### src/hw/rtl/uwpe_pkg.sv
// shared types, constants and helper functions of the wall pose estimator
`timescale 1ns / 1ps
package uwpe_pkg;

   // iteration counts of the pipelined units
   localparam int CORDIC_STEPS = 21;
   localparam int SQRT_STEPS   = 18;
   localparam int QUO_BITS     = 19;

   // datapath widths
   localparam int ROOT_W = 18;  // rounded hypotenuse
   localparam int RAD_W  = 35;  // sum of squares
   localparam int NUM_W  = 37;  // magnitude of a projected numerator

   // register reset values
   localparam logic [16:0] FPO_RESET  = 17'd2964;
   localparam logic [16:0] SPO_RESET  = 17'd2250;
   localparam logic [15:0] LSP_RESET  = 16'd1727;
   localparam logic [15:0] RSP_RESET  = 16'd1727;
   localparam logic [16:0] SSP_RESET  = 17'd1321;
   localparam logic [16:0] FIELD_RESET = 17'd58522;

   // angles in 2^-16 turn, lengths in 1/16 mm
   localparam logic signed [17:0] QUARTER_TURN = 18'sd16384;
   localparam logic signed [17:0] HEAD_MAX     = 18'sd49152;
   localparam logic signed [17:0] HEAD_MIN     = -18'sd32768;
   localparam logic signed [20:0] POS_MAX      = 21'sd262143;
   localparam logic signed [20:0] POS_MIN      = -21'sd262144;

   typedef enum logic [1:0] {
      FACE_WEST  = 2'd0,
      FACE_NORTH = 2'd1,
      FACE_EAST  = 2'd2,
      FACE_SOUTH = 2'd3
   } facing_type;

   typedef enum logic [2:0] {
      CSR_FRONT_PERP_OFFSET = 3'd0,
      CSR_SIDE_PERP_OFFSET  = 3'd1,
      CSR_LEFT_SPAN         = 3'd2,
      CSR_RIGHT_SPAN        = 3'd3,
      CSR_SIDE_SPAN         = 3'd4,
      CSR_FIELD_SIZE        = 3'd5
   } csr_index_type;

   // per-transaction data that rides alongside the arithmetic units
   typedef struct packed {
      logic signed [17:0] ld;
      logic signed [17:0] sd;
      facing_type         facing;
      logic               zero_h;
      logic               neg_x;
      logic               neg_y;
   } side_type;

   // atan(2^-i) in 2^-24 turn
   function automatic logic [23:0] atan_entry(input int i);
      logic [23:0] v;
      case (i)
         0:  v = 24'd2097152;
         1:  v = 24'd1238021;
         2:  v = 24'd654136;
         3:  v = 24'd332050;
         4:  v = 24'd166669;
         5:  v = 24'd83416;
         6:  v = 24'd41718;
         7:  v = 24'd20860;
         8:  v = 24'd10430;
         9:  v = 24'd5215;
         10: v = 24'd2608;
         11: v = 24'd1304;
         12: v = 24'd652;
         13: v = 24'd326;
         14: v = 24'd163;
         15: v = 24'd81;
         16: v = 24'd41;
         17: v = 24'd20;
         18: v = 24'd10;
         19: v = 24'd5;
         20: v = 24'd3;
         default: v = 24'd0;
      endcase
      return v;
   endfunction

   // saturate a position to 19 bits
   function automatic logic signed [18:0] sat_pos(input logic signed [20:0] v);
      logic signed [18:0] r;
      if (v > POS_MAX) r = 19'(POS_MAX);
      else if (v < POS_MIN) r = 19'(POS_MIN);
      else r = 19'(v);
      return r;
   endfunction

   // clamp a heading to its output range
   function automatic logic signed [16:0] clamp_head(input logic signed [17:0] v);
      logic signed [16:0] r;
      if (v > HEAD_MAX) r = 17'(HEAD_MAX);
      else if (v < HEAD_MIN) r = 17'(HEAD_MIN);
      else r = 17'(v);
      return r;
   endfunction

endpackage

### src/hw/rtl/uwpe_div.sv
// pipelined restoring divider with round-half-up, one quotient bit per stage
`timescale 1ns / 1ps
module uwpe_div import uwpe_pkg::*; (
   input  logic                clock,
   input  logic                adv,
   input  logic [NUM_W-1:0]    num,
   input  logic [ROOT_W-1:0]   den,
   output logic [QUO_BITS-1:0] quo
);

   localparam int REM_W = NUM_W + 1;

   logic [REM_W-1:0]    rm_ff  [0:QUO_BITS];
   logic [ROOT_W-1:0]   den_ff [0:QUO_BITS];
   logic [QUO_BITS-1:0] qb_ff  [1:QUO_BITS];
   logic [REM_W-1:0]    rm0_in;

   // add half the divisor for rounding
   assign rm0_in = REM_W'(num) + REM_W'(den >> 1);

   always_ff @(posedge clock) begin
      if (adv) begin
         rm_ff[0]  <= rm0_in;
         den_ff[0] <= den;
      end
   end

   // one compare and subtract per stage
   genvar i;
   for (i = 1; i <= QUO_BITS; i++) begin : g_step
      localparam int B = QUO_BITS - i;
      logic [REM_W-1:0]    trial;
      logic [QUO_BITS-1:0] q_src;
      logic [REM_W-1:0]    rm_in;
      logic [QUO_BITS-1:0] qb_in;

      if (i == 1) begin : g_first
         assign q_src = '0;
      end else begin : g_next
         assign q_src = qb_ff[i-1];
      end

      assign trial = REM_W'(den_ff[i-1]) << B;

      always_comb begin
         if (rm_ff[i-1] >= trial) begin
            rm_in = rm_ff[i-1] - trial;
            qb_in = q_src | (QUO_BITS'(1) << B);
         end else begin
            rm_in = rm_ff[i-1];
            qb_in = q_src;
         end
      end

      always_ff @(posedge clock) begin
         if (adv) begin
            rm_ff[i]  <= rm_in;
            den_ff[i] <= den_ff[i-1];
            qb_ff[i]  <= qb_in;
         end
      end
   end

   assign quo = qb_ff[QUO_BITS];

endmodule

### config.mk
export PLATFORM = sky130hd
export DESIGN_NAME = uwpe_div
export DESIGN_NICKNAME = d
export VERILOG_FILES = /design/src/hw/rtl/uwpe_pkg.sv /design/src/hw/rtl/uwpe_div.sv
export SDC_FILE = /design/constraint.sdc
export NUM_CORES = 2
export LEC_CHECK = 0
export BUFFER_PORTS_ARGS = -buffer_cell sky130_fd_sc_hd__buf_2
export CAP_MARGIN = 20
export CORE_MARGIN = 8
export CORE_UTILIZATION = 60
export CTS_BUF_LIST = sky130_fd_sc_hd__clkbuf_4
export CTS_CLUSTER_DIAMETER = 60
export DETAILED_ROUTE_END_ITERATION = 10
export PLACE_DENSITY_LB_ADDON = 0.3
export SETUP_SLACK_MARGIN = 0.15
export SYNTH_ARGS = -nofsm -noshare
export SYNTH_HDL_FRONTEND = slang
export SYNTH_SLANG_ARGS = --single-unit
### constraint.sdc
create_clock -name clock -period 3.6 [get_ports clock]
set_input_delay 0.72 -clock clock [delete_from_list [all_inputs] [get_ports clock]]
set_output_delay 0.72 -clock clock [all_outputs]
set_load 0.1 [all_outputs]
==> results by group <==
Critical path
  – Reg2reg start: rm_ff[3][117]$_DFFE_PP_
  – Crit-path max FO: 7
  – Reg2Reg Depth: 15
  – Reg-to-Reg End: rm_ff[4][27]$_DFFE_PP_
  – Crit path capture type: flop
  – Required time worst endpoint: 4470 ps
  – WS Path Type: flop to flop
  – Critical Path AT: around 4300 ps
  – Reg2reg setup slack: between 150 and 200 ps
  – Startpoint type of the worst setup path: flop

Hold path
  – WHS Endpoint: rm_ff[0][15]$_DFFE_PP_
  – Hold WC Path Type: primary input to flop
  – Min-delay src: num[15]
  – Hold Path Stages: 3

Global routing
  – Total GRT Usage: roughly a quarter
  – Initial antenna violation count: 1
  – Remaining global-route overflow: 0
  – Largest net degree at the start of global routing: between 100 and 150
  – Vias in the first global route: approximately 43000
  – Global-route wire length before repair: between 200000 and 250000 um

Layout
  – Area delta synth->final: 14.1%
  – Layout Nets: roughly 6200
  – Non-Filler Instances: roughly 7400
  – Fill cell count: around 7500
  – Fin area: 72300 um2
  – Ratio of cells with drive above 1 in the final layout: between 10% and 20%
  – Most frequent cells in the layout: 1254 x edfxtp_1, 443 x clkbuf_4, 435 x inv_1
  – Most common cell after layout, fill and taps aside: edfxtp_1

Timing
  – Final-report hold violation count: 0
  – Fin crit period: ~3400 ps
  – Setup_tns: 0 ps
  – Worst slew pin tran: between 800 and 900 ps
  – Final setup fails: 0
  – Final hold slack: about 220 ps
  – Tcrit/Tclk final: 95.8%
  – Worst slew margin: 40.3%
  – RSZ-0062 raised after global routing: true
  – Worst clock skew: 118 ps
  – Achievable Freq: 0.290 GHz
  – Count of final max-slew check failures: 0

Placed design
  – Placed Instances: approximately 6800
  – Placer congestion estimate: about 0.93
  – Port buffer count: 75
  – Final HPWL DP: a little over 100000 um
  – Placed Area: between 60000 and 70000 um2

Floorplan
  – # rows: 119
  – Die X: 341 um
  – Die Y: between 300 and 400 um
  – Core area: approximately 110000 um2
  – Die area: 116000 um2
  – Io pins: 76
  – Starting Density: ~60%

Route
  – Wire per inst: around 19 um
  – Via-per-instance ratio: between 5 and 6
  – DR vias: around 43000
  – TritonRoute pass-1 iters: 6
  – Routed Antenna Nets: 0
  – Routed wire length: 140000 um
  – Post-route DRC: 0
  – Iter 0 DRT Violations: a little over 3000

Synthesis
  – Number of enable flip-flop cells after synthesis: 1254
  – Share of flip-flops with an asynchronous set or reset: 0%
  – Synth top area cells: edfxtp_1 59%, ha_1 7.1%, xnor2_1 3.8%
  – Seq/Total Area, Yosys: between 50% and 60%
  – Mapped Nets: 5648
  – #FFs+latches synth: between 1000 and 1500
  – Syn Inst Count: approximately 5200
  – Distinct cells, synth: 90
  – Post-synth top flop: edfxtp_1
  – Synth top area share: 59.4%
  – Synth area leader: edfxtp_1
  – Synthesized area per cell: approximately 12 um2
  – Yosys warns: 0
  – Synthesized area: 63400 um2

Flow run
  – Number of max-cap violations: 0

CTS
  – Clk sink count: about 1300
  – CTS tree: built
  – H-tree Lvls: 5
  – Clock Tree Buf Depth: 4
  – Clock transition at the registers of the reported paths: 60 ps
  – CTS root buffer: clkbuf_4
  – CTS buffer count: 332
  – Worst-skew pair later-pin latency: approximately 1200 ps

Power
  – Pwr/cell area: ~700 nW/um2
  – Leak: ~28 nW
  – Worst ir drop on vdd: about 390 uV

Status
  – Status: complete, no violations
==> cell type report <==
type	count	area, um2	share of cell area [%]
flip-flops and latches	1254	37700	52.1
multi-input cells	3437	24500	33.8
clock buffers	443	3330	4.60
repair buffers	348	2990	4.13
well taps	1391	1740	2.41
inverters	440	1660	2.29
clock inverters	93	478	0.661
diodes	1	2.50	0.00346
==> critical path, cell delays in order (launching register included) <==
cell and delay (ps):
edfxtp_1 390, inv_1 70, ha_2 180, inv_2 40, fa_2 350, a21o_1 210
a22oi_2 210, a21oi_2 100, a41oi_2 140, buf_4 150, o211ai_1 140, a31o_1 270
or4_4 430, buf_8 170, nor4_4 160, xor2_1 120
==> kinds of logic (layout without fill, tap and decap cells) <==
logic type,count (synthesis),count (layout),synth area share (%)
xor gates and xnor gates,460,460,6.35
muxes,72,72,1.27
adders and majority gates,378,378,7.68
AOI/OAI and AO/OA,1123,1124,11.0
and+or+nand+nor,1403,1403,11.2
buffers and inverters,523,1324,3.12
other,0,1,0
DFF,1254,1254,59.4
==> per-stage QoR <==
stage | worst slack [ps] | total power [mW] | util (%)
after detailed placement | -355 | 38.7 | 63.5
after floorplan | 200 | 33.8 | -
final | 153 | 50.9 | 68.8
after global placement | -308 | 38.2 | 63.5
after CTS | 125 | 50.7 | 68.1
after global routing | 32.0 | 54.1 | 68.8
==> state kept, by name, indices dropped and copies added (netlist names) <==
name / count
qb_ff: 190
rm_ff: 722
den_ff: 342
==> routing by layer <==
layer	track usage, %	vias to the layer above	share of wire, %
met1	26.6	20600	39
li1	-	20700	-
met5	0	-	0
met2	42.0	1328	52
met4	11.2	0	4.1
met3	4.56	366	5.4
==> synth_stat cells, drive strengths merged (21+ instances only) <==
| cell | instances |
|---|---|
| o211ai | 22 |
| mux2 | 68 |
| nand2 | 344 |
| a31oi | 32 |
| nor4 | 76 |
| xnor2 | 274 |
| and2 | 22 |
| o21ai | 273 |
| edfxtp | 1254 |
| and3 | 39 |
| nand4 | 55 |
| nand3 | 94 |
| o21a | 61 |
| nor2b | 58 |
| or4 | 22 |
| a21o | 119 |
| a211oi | 34 |
| o21bai | 34 |
| a21oi | 379 |
| clkbuf | 62 |
| inv | 439 |
| ha | 359 |
| nand2b | 68 |
| xor2 | 186 |
| nor2 | 348 |
| or3 | 43 |
| or2 | 31 |
| buf | 21 |
| nor3 | 101 |
| o31ai | 34 |
==> worst max path at each step <==
stage | cells past startpoint | slack (ps) | startpoint | end
global placement | 13 | -310 | den_ff[6][3]$_DFFE_PP_ | rm_ff[1][149]$_DFFE_PP_
CTS | 13 | 130 | den_ff[9][1]$_DFFE_PP_ | rm_ff[2][108]$_DFFE_PP_
finish | 15 | 150 | rm_ff[3][117]$_DFFE_PP_ | rm_ff[4][27]$_DFFE_PP_
floorplan | 13 | 200 | rm_ff[3][6]$_DFFE_PP_ | rm_ff[3][48]$_DFFE_PP_
global route | 15 | 30 | rm_ff[3][117]$_DFFE_PP_ | rm_ff[4][27]$_DFFE_PP_
detailed placement | 12 | -350 | den_ff[6][3]$_DFFE_PP_ | rm_ff[1][150]$_DFFE_PP_
==> report_power, final <==
| group | internal (mW) | switching (mW) | leakage [nW] | total, mW |
|---|---|---|---|---|
| Clock | 5.96 | 5.55 | 2.30 | 11.5 |
| Combinational | 7.82 | 9.69 | 13.9 | 17.5 |
| Sequential | 20.0 | 1.93 | 12.1 | 21.9 |
==> repair_timing <==
item	4_1_cts	5_1_grt
buffers inserted	9	26
hold endpoints to repair	102	0
gates cloned	1	3
resized for setup	41	107
setup endpoints to repair	91	206
pin swaps	14	41
hold buffers	70	0
(Power assumes the default switching activity.)
